<file path="config.mk">
export PLATFORM = sky130hd
export DESIGN_NAME = regex_infix_to_postfix_unit_flat
export DESIGN_NICKNAME = d
export VERILOG_FILES = /design/src/rtl/core/rx2pf_pkg.sv /design/src/rtl/core/rx2pf_stream_if.sv /design/src/rtl/core/rx2pf_ram.sv /design/src/rtl/core/rx2pf_cfg_regs.sv /design/src/rtl/core/rx2pf_ctrl.sv /design/src/rtl/core/rx2pf_dpath.sv /design/src/rtl/core/regex_infix_to_postfix_unit.sv /design/src/flat_wrapper.sv
export SDC_FILE = /design/constraint.sdc
export NUM_CORES = 1
export LEC_CHECK = 0
export CORE_AREA = 2 2 216 218
export CTS_BUF_LIST = sky130_fd_sc_hd__clkbuf_8
export DETAILED_ROUTE_END_ITERATION = 10
export DIE_AREA = 0 0 218 220
export DONT_BUFFER_PORTS = 1
export PLACE_DENSITY = 0.38
export SKIP_LAST_GASP = 1
export SLEW_MARGIN = 10
export SYNTH_ARGS = -nofsm -noshare
export SYNTH_HDL_FRONTEND = slang
export SYNTH_SLANG_ARGS = --single-unit
</file>
<file path="constraint.sdc">
create_clock -name clk_i -period 15.8 [get_ports clk_i]
set_input_delay 3.16 -clock clk_i [delete_from_list [all_inputs] [get_ports clk_i]]
set_output_delay 3.16 -clock clk_i [all_outputs]
set_load 0.02 [all_outputs]
</file>
<file path="src/rtl/core/rx2pf_pkg.sv">
// ----------------------------------------------------------------------------
// rx2pf_pkg
// Shared types, constants and helpers of the regex infix-to-postfix unit.
// ----------------------------------------------------------------------------
package rx2pf_pkg;

  // Operator stack depth default
  localparam int unsigned StackDepthDefault = 32;

  // Configuration port geometry
  localparam int unsigned NumRegs = 8;
  localparam int unsigned ApbAddrW = 5;
  localparam int unsigned ApbDataW = 32;
  localparam int unsigned CharW = 8;

  // Register reset values
  localparam logic [CharW-1:0] MaskReset = 8'd128;
  localparam logic [CharW-1:0] OpenReset = 8'd40;
  localparam logic [CharW-1:0] CloseReset = 8'd41;
  localparam logic [CharW-1:0] AndReset = 8'd38;
  localparam logic [CharW-1:0] OrReset = 8'd124;
  localparam logic [CharW-1:0] StarReset = 8'd42;
  localparam logic [CharW-1:0] PlusReset = 8'd43;
  localparam logic [CharW-1:0] QuestReset = 8'd63;

  typedef enum logic [2:0] {
    REG_MASK  = 3'd0,
    REG_OPEN  = 3'd1,
    REG_CLOSE = 3'd2,
    REG_AND   = 3'd3,
    REG_OR    = 3'd4,
    REG_STAR  = 3'd5,
    REG_PLUS  = 3'd6,
    REG_QUEST = 3'd7
  } reg_idx_e;

  // Operator kinds as kept on the stack
  typedef enum logic [2:0] {
    KIND_OPEN  = 3'd0,
    KIND_OR    = 3'd1,
    KIND_AND   = 3'd2,
    KIND_STAR  = 3'd3,
    KIND_PLUS  = 3'd4,
    KIND_QUEST = 3'd5
  } kind_e;

  typedef enum logic [2:0] {
    STATUS_OK              = 3'd0,
    STATUS_OVERFLOW        = 3'd1,
    STATUS_UNMATCHED_CLOSE = 3'd2,
    STATUS_UNMATCHED_OPEN  = 3'd3,
    STATUS_INVALID         = 3'd4
  } status_e;

  // Character classes
  typedef enum logic [2:0] {
    CLS_DATA,
    CLS_OPEN,
    CLS_CLOSE,
    CLS_OPER,
    CLS_INVALID
  } class_e;

  // Datapath commands from the controller
  typedef enum logic [3:0] {
    CMD_NONE,
    CMD_LOAD,
    CMD_EMIT_DATA,
    CMD_PUSH,
    CMD_POP_EMIT,
    CMD_DROP_OPEN,
    CMD_FAULT,
    CMD_FLUSH_OPEN,
    CMD_FINISH
  } cmd_e;

  typedef struct packed {
    logic [CharW-1:0] mask;
    logic [CharW-1:0] open_code;
    logic [CharW-1:0] close_code;
    logic [CharW-1:0] and_code;
    logic [CharW-1:0] or_code;
    logic [CharW-1:0] star_code;
    logic [CharW-1:0] plus_code;
    logic [CharW-1:0] quest_code;
  } cfg_t;

  // Channel payloads
  typedef struct packed {
    logic [CharW-1:0] in_char;
    logic             in_last;
  } in_req_t;

  typedef struct packed {
    logic [CharW-1:0] out_char;
    logic             token_valid;
    logic             end_of_output;
    logic [2:0]       status;
  } out_rsp_t;

  typedef struct packed {
    cmd_e    op;
    status_e fault_status;
  } cmd_t;

  typedef struct packed {
    class_e cls;
    logic   last;
    logic   fault_seen;
    logic   stack_empty;
    logic   stack_full;
    logic   top_open;
    logic   top_outranks;
    logic   can_emit;
    logic   can_finish;
  } dp_status_t;

  // Binding strength: unary > and > or > open bracket
  function automatic logic [1:0] prec_of(kind_e kind);
    logic [1:0] p;
    case (kind)
      KIND_OPEN: p = 2'd0;
      KIND_OR:   p = 2'd1;
      KIND_AND:  p = 2'd2;
      default:   p = 2'd3;
    endcase
    return p;
  endfunction

  // Character code an operator leaves as
  function automatic logic [CharW-1:0] code_of(kind_e kind, cfg_t cfg);
    logic [CharW-1:0] c;
    case (kind)
      KIND_OR:    c = cfg.or_code;
      KIND_AND:   c = cfg.and_code;
      KIND_STAR:  c = cfg.star_code;
      KIND_PLUS:  c = cfg.plus_code;
      KIND_QUEST: c = cfg.quest_code;
      default:    c = cfg.open_code;
    endcase
    return c;
  endfunction

endpackage

</file>
<file path="src/rtl/core/rx2pf_stream_if.sv">
// ----------------------------------------------------------------------------
// rx2pf_stream_if
// Valid/ready stream channel carrying one payload per request.
// ----------------------------------------------------------------------------
interface rx2pf_stream_if #(
  parameter type payload_t = logic
) ();
  logic     valid;
  logic     ready;
  payload_t data;

  modport source (output valid, output data, input ready);
  modport sink (input valid, input data, output ready);
endinterface

</file>
<file path="src/rtl/core/rx2pf_ram.sv">
// ----------------------------------------------------------------------------
// rx2pf_ram
// Generic single-write, single-read RAM with registered, write-first read.
// ----------------------------------------------------------------------------
module rx2pf_ram #(
  parameter int unsigned Width = 3,
  parameter int unsigned Depth = 32
) (
  input  logic                     clk_i,
  input  logic                     we_i,
  input  logic [$clog2(Depth)-1:0] waddr_i,
  input  logic [Width-1:0]         wdata_i,
  input  logic [$clog2(Depth)-1:0] raddr_i,
  output logic [Width-1:0]         rdata_o
);

  logic [Width-1:0] mem_q [Depth];
  logic [Width-1:0] rdata_q;

  // Write port
  always_ff @(posedge clk_i) begin
    if (we_i) begin
      mem_q[waddr_i] <= wdata_i;
    end
  end

  // Registered read, new data on a same-address write
  always_ff @(posedge clk_i) begin
    if (we_i && (waddr_i == raddr_i)) begin
      rdata_q <= wdata_i;
    end else begin
      rdata_q <= mem_q[raddr_i];
    end
  end

  assign rdata_o = rdata_q;

endmodule

</file>
<file path="src/rtl/core/rx2pf_cfg_regs.sv">
// ----------------------------------------------------------------------------
// rx2pf_cfg_regs
// APB register file holding the character codes and the translate mask.
// ----------------------------------------------------------------------------
module rx2pf_cfg_regs
  import rx2pf_pkg::*;
(
  input  logic                clk_i,
  input  logic                rst_ni,
  input  logic                psel,
  input  logic                penable,
  input  logic                pwrite,
  input  logic [ApbAddrW-1:0] paddr,
  input  logic [ApbDataW-1:0] pwdata,
  output logic [ApbDataW-1:0] prdata,
  output logic                pready,
  output cfg_t                cfg_o
);

  cfg_t     cfg_q;
  logic     wr_en;
  reg_idx_e idx;

  assign pready = 1'b1;
  assign wr_en  = psel && penable && pwrite;
  assign idx    = reg_idx_e'(paddr[ApbAddrW-1:2]);

  // Register writes
  always_ff @(posedge clk_i or negedge rst_ni) begin
    if (!rst_ni) begin
      cfg_q.mask       <= MaskReset;
      cfg_q.open_code  <= OpenReset;
      cfg_q.close_code <= CloseReset;
      cfg_q.and_code   <= AndReset;
      cfg_q.or_code    <= OrReset;
      cfg_q.star_code  <= StarReset;
      cfg_q.plus_code  <= PlusReset;
      cfg_q.quest_code <= QuestReset;
    end else if (wr_en) begin
      unique case (idx)
        REG_MASK:  cfg_q.mask       <= pwdata[CharW-1:0];
        REG_OPEN:  cfg_q.open_code  <= pwdata[CharW-1:0];
        REG_CLOSE: cfg_q.close_code <= pwdata[CharW-1:0];
        REG_AND:   cfg_q.and_code   <= pwdata[CharW-1:0];
        REG_OR:    cfg_q.or_code    <= pwdata[CharW-1:0];
        REG_STAR:  cfg_q.star_code  <= pwdata[CharW-1:0];
        REG_PLUS:  cfg_q.plus_code  <= pwdata[CharW-1:0];
        REG_QUEST: cfg_q.quest_code <= pwdata[CharW-1:0];
        default:   ;
      endcase
    end
  end

  // Read mux
  always_comb begin
    prdata = '0;
    unique case (idx)
      REG_MASK:  prdata[CharW-1:0] = cfg_q.mask;
      REG_OPEN:  prdata[CharW-1:0] = cfg_q.open_code;
      REG_CLOSE: prdata[CharW-1:0] = cfg_q.close_code;
      REG_AND:   prdata[CharW-1:0] = cfg_q.and_code;
      REG_OR:    prdata[CharW-1:0] = cfg_q.or_code;
      REG_STAR:  prdata[CharW-1:0] = cfg_q.star_code;
      REG_PLUS:  prdata[CharW-1:0] = cfg_q.plus_code;
      REG_QUEST: prdata[CharW-1:0] = cfg_q.quest_code;
      default:   prdata = '0;
    endcase
  end

  assign cfg_o = cfg_q;

endmodule

</file>
<file path="src/rtl/core/rx2pf_ctrl.sv">
// ----------------------------------------------------------------------------
// rx2pf_ctrl
// Controller: sequences accept, operator pops, pushes, faults, flush and finish.
// ----------------------------------------------------------------------------
module rx2pf_ctrl
  import rx2pf_pkg::*;
(
  input  logic       clk_i,
  input  logic       rst_ni,
  input  logic       in_valid_i,
  output logic       in_ready_o,
  input  dp_status_t status_i,
  output cmd_t       cmd_o
);

  typedef enum logic [1:0] {
    ST_IDLE,
    ST_EXEC,
    ST_FLUSH,
    ST_FINISH
  } state_e;

  state_e state_q, state_d;
  state_e done_st;  // where a finished character goes next

  // State register
  always_ff @(posedge clk_i or negedge rst_ni) begin
    if (!rst_ni) begin
      state_q <= ST_IDLE;
    end else begin
      state_q <= state_d;
    end
  end

  assign done_st    = status_i.last ? ST_FLUSH : ST_FINISH;
  assign in_ready_o = (state_q == ST_IDLE);

  // Next state and command
  always_comb begin
    state_d = state_q;
    cmd_o.op = CMD_NONE;
    cmd_o.fault_status = STATUS_OK;
    unique case (state_q)
      ST_IDLE: begin
        if (in_valid_i) begin
          cmd_o.op = CMD_LOAD;
          state_d  = ST_EXEC;
        end
      end
      ST_EXEC: begin
        if (status_i.can_emit) begin
          if (status_i.fault_seen) begin
            state_d = ST_FINISH;
          end else begin
            case (status_i.cls)
              CLS_DATA: begin
                cmd_o.op = CMD_EMIT_DATA;
                state_d  = done_st;
              end
              CLS_OPEN: begin
                if (status_i.stack_full) begin
                  cmd_o.op = CMD_FAULT;
                  cmd_o.fault_status = STATUS_OVERFLOW;
                  state_d = ST_FINISH;
                end else begin
                  cmd_o.op = CMD_PUSH;
                  state_d  = done_st;
                end
              end
              CLS_CLOSE: begin
                if (status_i.stack_empty) begin
                  cmd_o.op = CMD_FAULT;
                  cmd_o.fault_status = STATUS_UNMATCHED_CLOSE;
                  state_d = ST_FINISH;
                end else if (!status_i.top_open) begin
                  cmd_o.op = CMD_POP_EMIT;
                end else begin
                  cmd_o.op = CMD_DROP_OPEN;
                  state_d  = done_st;
                end
              end
              CLS_OPER: begin
                if (!status_i.stack_empty && !status_i.top_open &&
                    status_i.top_outranks) begin
                  cmd_o.op = CMD_POP_EMIT;
                end else if (status_i.stack_full) begin
                  cmd_o.op = CMD_FAULT;
                  cmd_o.fault_status = STATUS_OVERFLOW;
                  state_d = ST_FINISH;
                end else begin
                  cmd_o.op = CMD_PUSH;
                  state_d  = done_st;
                end
              end
              default: begin
                cmd_o.op = CMD_FAULT;
                cmd_o.fault_status = STATUS_INVALID;
                state_d = ST_FINISH;
              end
            endcase
          end
        end
      end
      ST_FLUSH: begin
        if (status_i.can_emit) begin
          if (status_i.stack_empty) begin
            state_d = ST_FINISH;
          end else if (status_i.top_open) begin
            cmd_o.op = CMD_FLUSH_OPEN;
            state_d  = ST_FINISH;
          end else begin
            cmd_o.op = CMD_POP_EMIT;
          end
        end
      end
      ST_FINISH: begin
        if (status_i.can_finish) begin
          cmd_o.op = CMD_FINISH;
          state_d  = ST_IDLE;
        end
      end
      default: state_d = ST_IDLE;
    endcase
  end

endmodule

</file>
<file path="src/rtl/core/rx2pf_dpath.sv">
// ----------------------------------------------------------------------------
// rx2pf_dpath
// Datapath: character register, classifier, operator stack, result hold
// stage and output register.
// ----------------------------------------------------------------------------
module rx2pf_dpath
  import rx2pf_pkg::*;
#(
  parameter int unsigned StackDepth = StackDepthDefault
) (
  input  logic       clk_i,
  input  logic       rst_ni,
  input  cfg_t       cfg_i,
  input  cmd_t       cmd_i,
  input  in_req_t    in_data_i,
  input  logic       out_ready_i,
  output logic       out_valid_o,
  output out_rsp_t   out_data_o,
  output dp_status_t status_o
);

  localparam int unsigned CntW  = $clog2(StackDepth + 1);
  localparam int unsigned AddrW = $clog2(StackDepth);

  // Current character
  logic [CharW-1:0] char_q, char_d;
  logic             last_q, last_d;
  logic             fault_q, fault_d;
  logic [CntW-1:0]  count_q, count_d;
  logic [CntW-1:0]  rd_ptr;

  // Result hold stage (the last result of a character waits here) and output
  out_rsp_t hold_q, hold_d;
  logic     hold_v_q, hold_v_d;
  out_rsp_t out_q, out_d;
  logic     out_v_q, out_v_d;

  class_e   cls;
  kind_e    item_kind;
  kind_e    top_kind;
  logic [2:0] top_raw;
  logic     is_letter;
  logic     out_free;
  logic     gen_v;
  out_rsp_t gen;
  logic     push_en;
  kind_e    push_kind;

  // Classifier: data first, then codes in fixed priority
  always_comb begin
    is_letter = ((char_q >= 8'h41) && (char_q <= 8'h5A)) ||
                ((char_q >= 8'h61) && (char_q <= 8'h7A)) ||
                ((char_q >= 8'h30) && (char_q <= 8'h39)) ||
                (char_q == 8'h5F);
    item_kind = KIND_OR;
    if (is_letter || ((char_q & cfg_i.mask) == cfg_i.mask)) begin
      cls = CLS_DATA;
    end else if (char_q == cfg_i.open_code) begin
      cls = CLS_OPEN;
    end else if (char_q == cfg_i.close_code) begin
      cls = CLS_CLOSE;
    end else if (char_q == cfg_i.or_code) begin
      cls = CLS_OPER;
    end else if (char_q == cfg_i.and_code) begin
      cls = CLS_OPER;
      item_kind = KIND_AND;
    end else if (char_q == cfg_i.star_code) begin
      cls = CLS_OPER;
      item_kind = KIND_STAR;
    end else if (char_q == cfg_i.plus_code) begin
      cls = CLS_OPER;
      item_kind = KIND_PLUS;
    end else if (char_q == cfg_i.quest_code) begin
      cls = CLS_OPER;
      item_kind = KIND_QUEST;
    end else begin
      cls = CLS_INVALID;
    end
  end

  // Operator stack; read port always tracks the entry under the next count
  rx2pf_ram #(
    .Width (3),
    .Depth (StackDepth)
  ) u_stack (
    .clk_i   (clk_i),
    .we_i    (push_en),
    .waddr_i (count_q[AddrW-1:0]),
    .wdata_i (push_kind),
    .raddr_i (rd_ptr[AddrW-1:0]),
    .rdata_o (top_raw)
  );

  assign rd_ptr    = count_d - CntW'(1);
  assign top_kind  = kind_e'(top_raw);
  assign push_kind = (cls == CLS_OPEN) ? KIND_OPEN : item_kind;
  assign out_free  = !out_v_q || out_ready_i;

  // Command execution
  always_comb begin
    char_d   = char_q;
    last_d   = last_q;
    fault_d  = fault_q;
    count_d  = count_q;
    push_en  = 1'b0;
    gen_v    = 1'b0;
    gen      = '0;
    hold_d   = hold_q;
    hold_v_d = hold_v_q;
    out_d    = out_q;
    out_v_d  = out_v_q && !out_ready_i;

    unique case (cmd_i.op)
      CMD_LOAD: begin
        char_d = in_data_i.in_char;
        last_d = in_data_i.in_last;
      end
      CMD_EMIT_DATA: begin
        gen_v = 1'b1;
        gen.out_char = char_q;
        gen.token_valid = 1'b1;
      end
      CMD_PUSH: begin
        push_en = 1'b1;
        count_d = count_q + CntW'(1);
      end
      CMD_POP_EMIT: begin
        gen_v = 1'b1;
        gen.out_char = code_of(top_kind, cfg_i);
        gen.token_valid = 1'b1;
        count_d = count_q - CntW'(1);
      end
      CMD_DROP_OPEN: begin
        count_d = count_q - CntW'(1);
      end
      CMD_FAULT: begin
        gen_v = 1'b1;
        gen.status = cmd_i.fault_status;
        fault_d = 1'b1;
      end
      CMD_FLUSH_OPEN: begin
        gen_v = 1'b1;
        gen.status = STATUS_UNMATCHED_OPEN;
        count_d = count_q - CntW'(1);
      end
      CMD_FINISH: begin
        // Release the held result; the final one of an expression is marked
        if (hold_v_q) begin
          out_d = hold_q;
          out_d.end_of_output = last_q;
          out_v_d = 1'b1;
          hold_v_d = 1'b0;
        end else if (last_q) begin
          out_d = '0;
          out_d.end_of_output = 1'b1;
          out_v_d = 1'b1;
        end
        if (last_q) begin
          count_d = '0;
          fault_d = 1'b0;
        end
      end
      default: ;
    endcase

    // A new result pushes the held one onward
    if (gen_v) begin
      if (hold_v_q) begin
        out_d = hold_q;
        out_v_d = 1'b1;
      end
      hold_d = gen;
      hold_v_d = 1'b1;
    end
  end

  // Control registers
  always_ff @(posedge clk_i or negedge rst_ni) begin
    if (!rst_ni) begin
      fault_q  <= 1'b0;
      count_q  <= '0;
      hold_v_q <= 1'b0;
      out_v_q  <= 1'b0;
    end else begin
      fault_q  <= fault_d;
      count_q  <= count_d;
      hold_v_q <= hold_v_d;
      out_v_q  <= out_v_d;
    end
  end

  // Payload registers
  always_ff @(posedge clk_i) begin
    char_q <= char_d;
    last_q <= last_d;
    hold_q <= hold_d;
    out_q  <= out_d;
  end

  // Status to the controller
  always_comb begin
    status_o.cls          = cls;
    status_o.last         = last_q;
    status_o.fault_seen   = fault_q;
    status_o.stack_empty  = (count_q == '0);
    status_o.stack_full   = (count_q == CntW'(StackDepth));
    status_o.top_open     = (top_kind == KIND_OPEN);
    status_o.top_outranks = (prec_of(top_kind) >= prec_of(item_kind));
    status_o.can_emit     = !hold_v_q || out_free;
    status_o.can_finish   = out_free || (!hold_v_q && !last_q);
  end

  assign out_valid_o = out_v_q;
  assign out_data_o  = out_q;

endmodule

</file>
<file path="src/rtl/core/regex_infix_to_postfix_unit.sv">
// ----------------------------------------------------------------------------
// regex_infix_to_postfix_unit
// Shunting-yard conversion of a normalized regular expression from infix to
// postfix order, one character per request, with an APB register file.
//
//   Channel  Dir  Handshake        Payload
//   in_i     in   valid/ready      in_char[7:0], in_last
//   out_o    out  valid/ready      out_char[7:0], token_valid,
//                                  end_of_output, status[2:0]
//   APB      in   psel/penable     8 byte-addressed 8-bit registers at 4*i
//
// A character is taken in the idle state; the execute state then pops one
// operator at a time before its own action, and the finish state closes it. A
// final character that does not fault passes the flush state, which pops the
// rest of the stack. The stack memory port gives one pop a cycle while results move on.
// Results leave through a hold stage and an output register; when both are
// full the sequencer waits. Reset clears the stack count, fault flag and
// handshake state at once; no clearing pass is needed.
// ----------------------------------------------------------------------------
module regex_infix_to_postfix_unit
  import rx2pf_pkg::*;
#(
  parameter int unsigned STACK_DEPTH = StackDepthDefault
) (
  input  logic                clk_i,
  input  logic                rst_ni,
  rx2pf_stream_if.sink        in_i,
  rx2pf_stream_if.source      out_o,
  input  logic                psel,
  input  logic                penable,
  input  logic                pwrite,
  input  logic [ApbAddrW-1:0] paddr,
  input  logic [ApbDataW-1:0] pwdata,
  output logic [ApbDataW-1:0] prdata,
  output logic                pready
);

  cfg_t       cfg;
  cmd_t       cmd;
  dp_status_t dp_status;
  logic       in_ready;

  // Register file
  rx2pf_cfg_regs u_cfg_regs (
    .clk_i   (clk_i),
    .rst_ni  (rst_ni),
    .psel    (psel),
    .penable (penable),
    .pwrite  (pwrite),
    .paddr   (paddr),
    .pwdata  (pwdata),
    .prdata  (prdata),
    .pready  (pready),
    .cfg_o   (cfg)
  );

  // Controller
  rx2pf_ctrl u_ctrl (
    .clk_i      (clk_i),
    .rst_ni     (rst_ni),
    .in_valid_i (in_i.valid),
    .in_ready_o (in_ready),
    .status_i   (dp_status),
    .cmd_o      (cmd)
  );

  // Datapath
  rx2pf_dpath #(
    .StackDepth (STACK_DEPTH)
  ) u_dpath (
    .clk_i       (clk_i),
    .rst_ni      (rst_ni),
    .cfg_i       (cfg),
    .cmd_i       (cmd),
    .in_data_i   (in_i.data),
    .out_ready_i (out_o.ready),
    .out_valid_o (out_o.valid),
    .out_data_o  (out_o.data),
    .status_o    (dp_status)
  );

  assign in_i.ready = in_ready;

endmodule

</file>
<file path="src/flat_wrapper.sv">
// flat-port wrapper written by rule: the top's interface ports become plain ports
module regex_infix_to_postfix_unit_flat import rx2pf_pkg::*;
#(
  parameter int unsigned STACK_DEPTH = StackDepthDefault
)
  (clk_i, rst_ni, psel, penable, pwrite, paddr, pwdata, prdata, pready, in_i_valid, in_i_data, in_i_ready, out_o_valid, out_o_data, out_o_ready);
  rx2pf_stream_if #(.payload_t(in_req_t)) in_i_i ();
  rx2pf_stream_if #(.payload_t(out_rsp_t)) out_o_i ();
  input  logic clk_i;
  input  logic rst_ni;
  input  logic psel;
  input  logic penable;
  input  logic pwrite;
  input  logic [ApbAddrW-1:0] paddr;
  input  logic [ApbDataW-1:0] pwdata;
  output logic [ApbDataW-1:0] prdata;
  output logic pready;
  input wire logic [$bits(in_i_i.valid)-1:0] in_i_valid;
  input wire logic [$bits(in_i_i.data)-1:0] in_i_data;
  output wire logic [$bits(in_i_i.ready)-1:0] in_i_ready;
  output wire logic [$bits(out_o_i.valid)-1:0] out_o_valid;
  output wire logic [$bits(out_o_i.data)-1:0] out_o_data;
  input wire logic [$bits(out_o_i.ready)-1:0] out_o_ready;
  assign in_i_i.valid = in_i_valid;
  assign in_i_i.data = in_i_data;
  assign in_i_ready = in_i_i.ready;
  assign out_o_valid = out_o_i.valid;
  assign out_o_data = out_o_i.data;
  assign out_o_i.ready = out_o_ready;
  regex_infix_to_postfix_unit #(.STACK_DEPTH(STACK_DEPTH)) u_core (.clk_i(clk_i), .rst_ni(rst_ni), .in_i(in_i_i), .out_o(out_o_i), .psel(psel), .penable(penable), .pwrite(pwrite), .paddr(paddr), .pwdata(pwdata), .prdata(prdata), .pready(pready));
endmodule
</file>
; Yosys cells after proc, flatten, opt, wreduce, memory -nomap -nowiden
; Memories as Yosys holds them, arrays and structs flattened. A register that Yosys moved wholly into a read port is not among the register bits.
; Cells that the tools add are included.
[op_classes]
add_sub_neg = 3
magnitude_cmp = 7
eq_ne = 46
n_mux = 75
bitwise_logic = 1
n_reduce_logical = 42
[ops]
columns = operator, n
row1 = $mux 13, 5
row2 = $eq 8x8->1, 8
row3 = $pmux 8 s8, 1
row4 = $mux 3, 21
row5 = $pmux 8 s5, 1
row6 = $pmux 4 s4, 2
row7 = $mux 2, 12
row8 = $eq 3x2->1 const B, 7
row9 = $eq 3x3->1 const B, 6
row10 = $mux 1, 18
row11 = $pmux 6 s3, 1
row12 = $pmux 9 s2, 1
row13 = $reduce_and 2->1, 9
row14 = $eq 4x3->1 const B, 4
row15 = $ge 8x7->1 const B, 2
row16 = $le 8x7->1 const B, 2
row17 = $pmux 2 s4, 2
row18 = $mux 7, 2
row19 = $eq 3x1->1 const B, 4
row20 = $logic_not 3->1, 4
row21 = $mux 4, 3
row22 = $pmux 2 s3, 2
row23 = $pmux 3 s4, 1
row24 = $logic_and 1x1->1, 9
row25 = 30 further kinds, 47
[word_totals]
regBits = 109
ram_bits = 96
input_bits = 53
output_inout_bits = 48
memories = 1
[memory_table]
columns = memory, depth, width, rd, rd_ports_with_merged_regs, write_ports, line_no
row1 = u_core.u_dpath.u_stack.mem_q, 32, 3, 1, 1, 1, rx2pf_ram.sv:17  ; logic [Width-1:0] mem_q [Depth];

; Depth between registers and ports, before layout
; Gate-level depths: netlist of the first run.
[depth]
word_depth = 22
mapped_depth = 24

; By module
; From an unflattened synthesis of the first run, not the netlist that was laid out.
[unflattened]
cells_unflattened = 865
hier_area_um2 = 10976.8
[by_module_without_submodules]
columns = module, instances, cells_each, area_per_inst_um2, seq_area_each_um2
row1 = rx2pf_ram, 1, 187, 3956.3, 2982.9
row2 = rx2pf_dpath, 1, 381, 3373.2, 1116.1
row3 = rx2pf_cfg_regs, 1, 245, 3245.6, 1635.3
row4 = rx2pf_ctrl, 1, 52, 401.6, 50.0

; Worst setup path before layout of the first run
; No wires, ideal clock.
[synth_path]
path_kind = input to output
startpoint = input port paddr[2]
endpoint = output port prdata[3]
t_arrival_ps = 4656
required_time_ps = 12640
slack_ps = 7984
stages = 7
path_buffers = 3
path_cell_list = clkbuf_1 > buf_1 > clkbuf_1 > nand2_1 > o21ai_0 > a221oi_1 > nor2_1
[synth_between]
elab_chain_len = 2
[synth_lines]
columns = item, line_no
row1 = start: declaration, flat_wrapper.sv:14  ; input logic [ApbAddrW-1:0] paddr;
row2 = "$eq 3x3->1, or another cell as far along", rx2pf_cfg_regs.sv:57  ; unique case (idx)
row3 = $pmux 8 s8 (*), rx2pf_cfg_regs.sv:57
row4 = end: declaration, flat_wrapper.sv:16  ; output logic [ApbDataW-1:0] prdata;
; Mark *: on every way between the ends. The rest lies on a longest branch, timed or not.

; Worst setup path in the final report of the first run
[layout_path]
startpoint = input port paddr[2]
endpoint = output port prdata[7]
; The elaborated chain is that of the path after synthesis.

==> run metrics, run 1 <==
CP max FO=34; antenna diode count=0; CTS resizes=0; GRT Residual Overflow=0; flip-flop and latch count after synthesis=210; vias per cell=approximately 4.6; final number of setup-violating endpoints=0; # rows=79; Fill cells=a little under 5000; post-placement cell count=around 1600; Die W=about 220 µm; CP endpoint kind=output pin; Power per Cell Area=roughly 190 mW/mm²; count of final hold-check violations=0; worst slew pin tran=about 0.99 ns; Worst Hold Slack=~0.5 ns; root buf cell=clkbuf_8; number of synthesized flops with an enable pin=~120; max-slew violations=0; DP HPWL=23.0 mm; Routed Wire Length=roughly 33 mm; sequential-to-total area share from yosys stat=0.511; drt drc=0; wire length per cell=20.2 µm; vias in the first global route=~7700; CORE AREA=0.0459 mm²; origin of the critical flop-to-flop path=u_core.u_dpath.char_q[0]; starting DRC count in detailed routing=approximately 380; IO Pins=101; Max H-tree Level=2; GRT Util Overall=0.139; synth unique cells=between 80 and 90; Worst EP required=between 10 and 15 ns; Layout area overhead=11.4%; Setup Buffers After CTS=0; CP Data Arrival Time=4.32 ns; register area=just under 0.006 mm²; non-filler cells, final=approximately 1600; GPL Wtd Cong=around 0.85; Sink Count=between 200 and 250; cts bufs inserted=40; I/O Buffers=0; Synthesis Warnings=0; Tmin final=between 7 and 8 ns; Detail Route Antenna Nets=0; DR pass1 iterations=5; clk_lat worst skew=between 0.5 and 0.6 ns; footprint of the multi-input gates=0.00506 mm²; CTS tree=done; Starting Density=0.247; Max Clk Rate=approximately 130 MHz; layout cells sized above 1=0.170; setup TNS=0 ns; Worst setup SP type=input port; worst-case clock buffer depth=3; VDD IR max=between 0.08 and 0.09 mV; Pleak=0.00482 µW; Worst Skew=~0.026 ns; Die Y-Extent=about 220 µm; Cell Area, Synth=about 0.011 mm²; clk slew on worst S/H paths=around 0.060 ns; max_cap viols=0; critical path class=input port to output pin; CTS Hold Bufs=0; unrepaired setup endpoints after global routing=no; hold path startpoint=u_core.u_dpath.hold_q[6]; top_reg_cell synth=edfxtp_1; Worst slew margin=0.335; worst min path class=flop to flop; pin count of the biggest net entering global routing=76; Post-layout nets=1075; ys async rst share=0.357; DR vias=7649; first-pass GRT wire length=49.7 mm; Die ar.=about 0.048 mm²; post-route clock period utilization=0.473; cell count after synthesis=1010; status=complete, no violations; initial antenna violation count=0; mean post-synth cell area=about 11 µm²; crit path from=paddr[2]
registers in the layout, summed over array words and instances, names as in the netlist, 2 cells and up, named ones only:
name                          cells
u_core.u_cfg_regs.cfg_o          64
u_core.u_dpath.count_q            6
u_core.u_dpath.out_data_o        13
u_core.u_dpath.u_stack.mem_q     96
u_core.u_ctrl.state_q             2
u_core.u_dpath.char_q             8
u_core.u_dpath.hold_q            12
report_power, final:
part | internal [µW] | total [µW] | switching, µW
combinational | 414 | 1040 | 627
sequential | 701 | 838 | 137
clock | 296 | 540 | 244
logic make-up (layout without fill, tap and decap cells):
kind of cell    count (synthesis)  after routing  synth area share
buf+inv                       109            117            0.0520
other cells                     2             25          0.000664
xor+xnor                       62             62            0.0480
fa+ha+maj                      13             13            0.0150
mux                           124            124             0.118
flops                         210            210             0.511
compound gates                203            203             0.128
simple gates                  287            287             0.128
area by class of cell:
cell class	instances	area share
multi-input cells	714	0.402
inverters	34	0.0101
clock inverters	29	0.0146
clock buffers	45	0.0491
repair buffers	9	0.00536
flip-flops and latches	210	0.459
well taps	607	0.0603
cell usage after synthesis, types with 3 or more instances:
| library cell | count | area share |
|---|---|---|
| nand3_1 | 21 | 0.0093 |
| o21a_1 | 5 | 0.0033 |
| nand4_1 | 8 | 0.0044 |
| o21ai_0 | 44 | 0.019 |
| and2_1 | 7 | 0.0039 |
| xor2_1 | 33 | 0.026 |
| a22oi_1 | 16 | 0.011 |
| a31oi_1 | 8 | 0.0044 |
| a221oi_1 | 14 | 0.011 |
| nor4_1 | 9 | 0.0050 |
| ha_1 | 12 | 0.013 |
| dfxtp_1 | 18 | 0.032 |
| dfstp_2 | 27 | 0.063 |
| inv_1 | 33 | 0.011 |
| nand2_1 | 81 | 0.027 |
| a211oi_1 | 5 | 0.0033 |
| edfxtp_1 | 117 | 0.31 |
| o22ai_1 | 10 | 0.0055 |
| clkbuf_1 | 25 | 0.0083 |
| nand2b_1 | 15 | 0.0083 |
| or2_2 | 3 | 0.0017 |
| mux2_1 | 3 | 0.0030 |
| nor2b_1 | 17 | 0.0094 |
| and3_1 | 5 | 0.0028 |
| buf_1 | 3 | 0.0010 |
| mux2i_1 | 65 | 0.058 |
| nand3b_1 | 4 | 0.0027 |
| dfrtp_1 | 48 | 0.11 |
| a22o_1 | 15 | 0.012 |
| nor3_1 | 8 | 0.0035 |
| and4_1 | 3 | 0.0023 |
| or3_1 | 5 | 0.0028 |
| buf_2 | 8 | 0.0035 |
| o21ai_1 | 13 | 0.0058 |
| a32o_1 | 3 | 0.0027 |
| nor2_1 | 84 | 0.028 |
| a21o_1 | 5 | 0.0033 |
| o211ai_1 | 7 | 0.0046 |
| xnor2_1 | 29 | 0.022 |
| a211o_1 | 5 | 0.0039 |
| buf_6 | 6 | 0.0060 |
| a21oi_1 | 29 | 0.013 |
| buf_4 | 33 | 0.022 |
| mux2_2 | 54 | 0.054 |
metal layers:
metal  share of wire  up-vias  global-route usage
met2            0.48      163               0.229
met4           0.018        0              0.0372
met1            0.46     3776               0.184
met3           0.042       44              0.0279
li1                -     3666                   -
met5               0        -                   0
layout by cell type (no fill, tap or decap), drive strengths merged, types with 8 or more instances in the layout:
| cell type | netlist | layout |
|---|---|---|
| a21oi | 30 | 30 |
| a221oi | 14 | 14 |
| a22o | 15 | 15 |
| a22oi | 16 | 16 |
| a31oi | 8 | 8 |
| buf | 50 | 9 |
| clkbuf | 25 | 45 |
| clkinv | 1 | 10 |
| conb | 2 | 25 |
| dfrtp | 48 | 48 |
| dfstp | 27 | 27 |
| dfxtp | 18 | 18 |
| edfxtp | 117 | 117 |
| ha | 12 | 12 |
| inv | 33 | 50 |
| mux2 | 58 | 58 |
| mux2i | 65 | 65 |
| nand2 | 81 | 81 |
| nand2b | 15 | 15 |
| nand3 | 21 | 21 |
| nand4 | 8 | 8 |
| nor2 | 85 | 85 |
| nor2b | 17 | 17 |
| nor3 | 10 | 10 |
| nor4 | 10 | 10 |
| o211ai | 8 | 8 |
| o21ai | 58 | 58 |
| o22ai | 10 | 10 |
| xnor2 | 29 | 29 |
| xor2 | 33 | 33 |
critical path: stages:
cell and delay (ns):
inv_1 0.18, nand2_1 0.15, o22ai_1 0.22, a221oi_1 0.17, nor2_1 0.42
per-stage QoR:
stage                     cell area, µm²   util  total power, µW  setup WS [ns]
after floorplan                    11400      -             1630           7.98
after global placement             11800  0.257             1900           8.30
after detailed placement           11800  0.257             1900           8.31
after CTS                          12600  0.275             2460           8.31
after global routing               12600  0.275             2590           8.29
final                              12600  0.275             2420           8.32
path summary, 6_finish.rpt:
kind	end	slack, ns	depth (start not counted)
setup reg to reg	flop	9.49	22
max in group asynchronous	u_core.u_cfg_regs.cfg_o[30]	13.28	0
hold reg to reg	u_core.u_dpath.out_data_o[6]	0.51	2
min in group asynchronous	u_core.u_dpath.count_q[5]	2.29	0
hold / removal	u_core.u_dpath.out_data_o[6]	0.51	2
setup / recovery	prdata[7]	8.32	5
Power figures use the tool's default switching activity.
==> run 2, diff against run 1 <==
- PLACE_DENSITY: 0.38 -> 0.39
- clock period: 15.8 -> 6 ns (I/O delays scaled with it)
==> run 2 against run 1 <==
Net effect:
- clock skew up 0.017 ns
- cell area up 1.1%
- sequential cell count is the same
- final cell count up 1.2%
- worst setup slack lost 7.9 ns
- clock power increased to 2.6 times the previous value
- combinational power grew to 2.7 times the previous value
- hold slack got worse by 0.19 ns
- routed wire length up 2.2%
- count of clock-buffer cells in the layout did not move
- global-route usage is 0.59 points higher
- critical path type is now flop to flop
- largest power group unchanged
- highest routed layer unchanged
==> run metrics, run 2 (synthesis results as in run 1) <==
worst slew pin tran=1.05 ns (was 0.994 ns); Sink Count=210 (unchanged); NetSw=2680 µW (was 1010 µW); switch share=0.419 (was 0.416); CORE AREA=0.0459 mm² (unchanged); VDD IR max=0.189 mV (was 0.0851 mV); GPL Wtd Cong=0.816 (was 0.845); pre-CTS WS=0.502 ns (was 8.31 ns); GRT Util Overall=0.144 (was 0.139); Layout area overhead=12.6% (was 11.4%); # rows=79 (unchanged); drt drc=0 (unchanged); CP max FO=10 (was 34); Detail Route Antenna Nets=0 (unchanged); Cell Chain, Critical Path=buf_4 -> o22ai_1 -> nor4_2 -> buf_4 -> nor3_2 -> nand2_1 -> a21oi_1 -> and2_1 -> nor2_1 -> ha_1 -> a21oi_1 -> o21ai_0 -> a31oi_1 -> mux2_4 -> a311oi_4 -> buf_4 -> nand2b_1 -> o21a_1 -> ha_1 -> a21bo_2 -> xnor2_1 (was inv_1 -> nand2_1 -> o22ai_1 -> a221oi_1 -> nor2_1); starting DRC count in detailed routing=412 (was 382); post-placement cell count=1589 (was 1574); IO Pins=101 (unchanged); CP Data Arrival Time=6.04 ns (was 4.32 ns); DP HPWL=24.1 mm (was 23.0 mm); antenna diode count=0 (unchanged); root buf cell=clkbuf_8 (unchanged); CTS resizes=0 (unchanged); worst setup margin=0.428 ns (was 8.32 ns); Post-DP Area=0.0119 mm² (was 0.0118 mm²); Worst slew margin=0.300 (was 0.335); Comb pwr share=0.438 (was 0.430); DR vias=7774 (was 7649); layout cells sized above 1=0.184 (was 0.170); CP endpoint kind=flop (was output pin); most common cell after layout, fill and taps aside=edfxtp_1 (unchanged); clk slew on worst S/H paths=0.06 ns (about the same); Worst Hold Slack=0.315 ns (was 0.508 ns); non-filler cells, final=1668 (was 1648); pin count of the biggest net entering global routing=76 (unchanged); Finished Cell Area=0.0127 mm² (was 0.0126 mm²); initial antenna violation count=2 (was 0); Max H-tree Level=2 (unchanged); Buffers & Inverters on Critical Path=3 (was 1); Routed Wire Length=34.0 mm (was 33.2 mm); flop2flop setup slack=0.43 ns (was 9.49 ns); status=complete, no violations (unchanged); Power per Cell Area=503 mW/mm² (was 192 mW/mm²); Tmin final=between 5 and 6 ns; Top delay family on crit path=compound AO/OA/AOI/OAI gates (was simple AND/OR/NAND/NOR gates); Starting Density=0.247 (unchanged); first-pass GRT wire length=51.9 mm (was 49.7 mm); CTS tree=done (unchanged); Worst EP required=6.47 ns (was 12.64 ns); Worst Skew=0.0435 ns (was 0.0262 ns); vias per cell=4.66 (was 4.64); vias in the first global route=8075 (was 7706); CP dominant cell by count=buf_4; max reg flops=96 (unchanged); clk_lat worst skew=0.59 ns (was 0.57 ns); count of final hold-check violations=0 (unchanged); Most flops, register=u_core.u_dpath.u_stack.mem_q (unchanged); setup TNS=0 ns (unchanged); GRT Residual Overflow=0 (unchanged); Post-layout nets=1096 (was 1075); cts bufs inserted=41 (was 40); wire length per cell=20.4 µm (was 20.2 µm); worst-case clock buffer depth=3 (unchanged); Pleak=0.00493 µW (was 0.00482 µW); commonest non-fill, non-tap cells in the layout=117 x edfxtp_1, 84 x nor2_1, 81 x nand2_1 (unchanged); sequential share of power=0.347 (was 0.346); I/O Buffers=0 (unchanged); post-route clock period utilization=0.929; CP max stage delay=0.56 ns (was 0.42 ns); Internal Power=3720 µW (was 1410 µW); Slowest-stage cell, CP=edfxtp_1 (was nor2_1); CTS Hold Bufs=0 (unchanged); Die W=218 µm (unchanged); max-slew violations=0 (unchanged); Clk pwr share=0.215 (was 0.223); final number of setup-violating endpoints=0 (unchanged); DR pass1 iterations=5 (unchanged); max_cap viols=0 (unchanged); Max Clk Rate=179 MHz; Worst setup SP type=flop (was input port); unrepaired setup endpoints after global routing=no (unchanged); worst min path class=input port to asynchronous set/reset pin (was flop to flop); Setup Buffers After CTS=0 (unchanged); Die ar.=0.0480 mm² (unchanged); critical path class=flop to flop (was input port to output pin); Die Y-Extent=220 µm (unchanged)
## run 2: cell types whose count changed in the layout (fill, tap and decap cells not counted)
cell / delta
bufinv_16: -1
clkinv_1: -2
inv_1: +4
buf_12: +1
clkinv_2: -1
buf_4: +19
clkinvlp_4: -1
clkinv_4: +1
## run 2: layer usage
metal,share of wire,GRT usage,up-vias
met5,0,0,-
li1,-,-,3688
met2,0.46,0.229,171
met1,0.48,0.199,3873
met4,0.018,0.0408,0
met3,0.043,0.0284,42
## run 2: stage by stage
stage,util,power (µW)
global placement,0.260,5050
finish,0.278,6410
global route,0.278,6870
CTS,0.277,6480
floorplan,-,4280
detailed placement,0.260,5070
## run 2: power by group through the flow
| stage | clock (µW) | combinational [µW] | sequential [µW] |
|---|---|---|---|
| floorplan | 0 | 2210 | 2070 |
| global placement | 0 | 2790 | 2260 |
| detailed placement | 0 | 2810 | 2260 |
| CTS | 1430 | 2810 | 2240 |
| global route | 1490 | 3110 | 2260 |
| finish | 1380 | 2810 | 2220 |
## run 2: final timing paths
kind / start / endpoint / cells past startpoint
max: u_core.u_dpath.char_q[3] / flop / 21
min: rst_ni / u_core.u_cfg_regs.cfg_o[50] / 0
max reg2reg: u_core.u_dpath.char_q[3] / flop / 21
min reg2reg: u_core.u_dpath.hold_q[0] / u_core.u_dpath.out_data_o[0] / 2
max in group asynchronous: rst_ni / u_core.u_cfg_regs.cfg_o[9] / 0
min in group clk_i: u_core.u_dpath.hold_q[0] / u_core.u_dpath.out_data_o[0] / 2
## run 2: cell type report
cell class	count	area [µm²]
Fill cell	4830	33100
Clock buffer	45	619
Sequential cell	210	5790
Tap cell	607	759
Clock inverter	29	158
Multi-Input combinational cell	714	5060
Inverter	34	128
Timing Repair Buffer	29	230
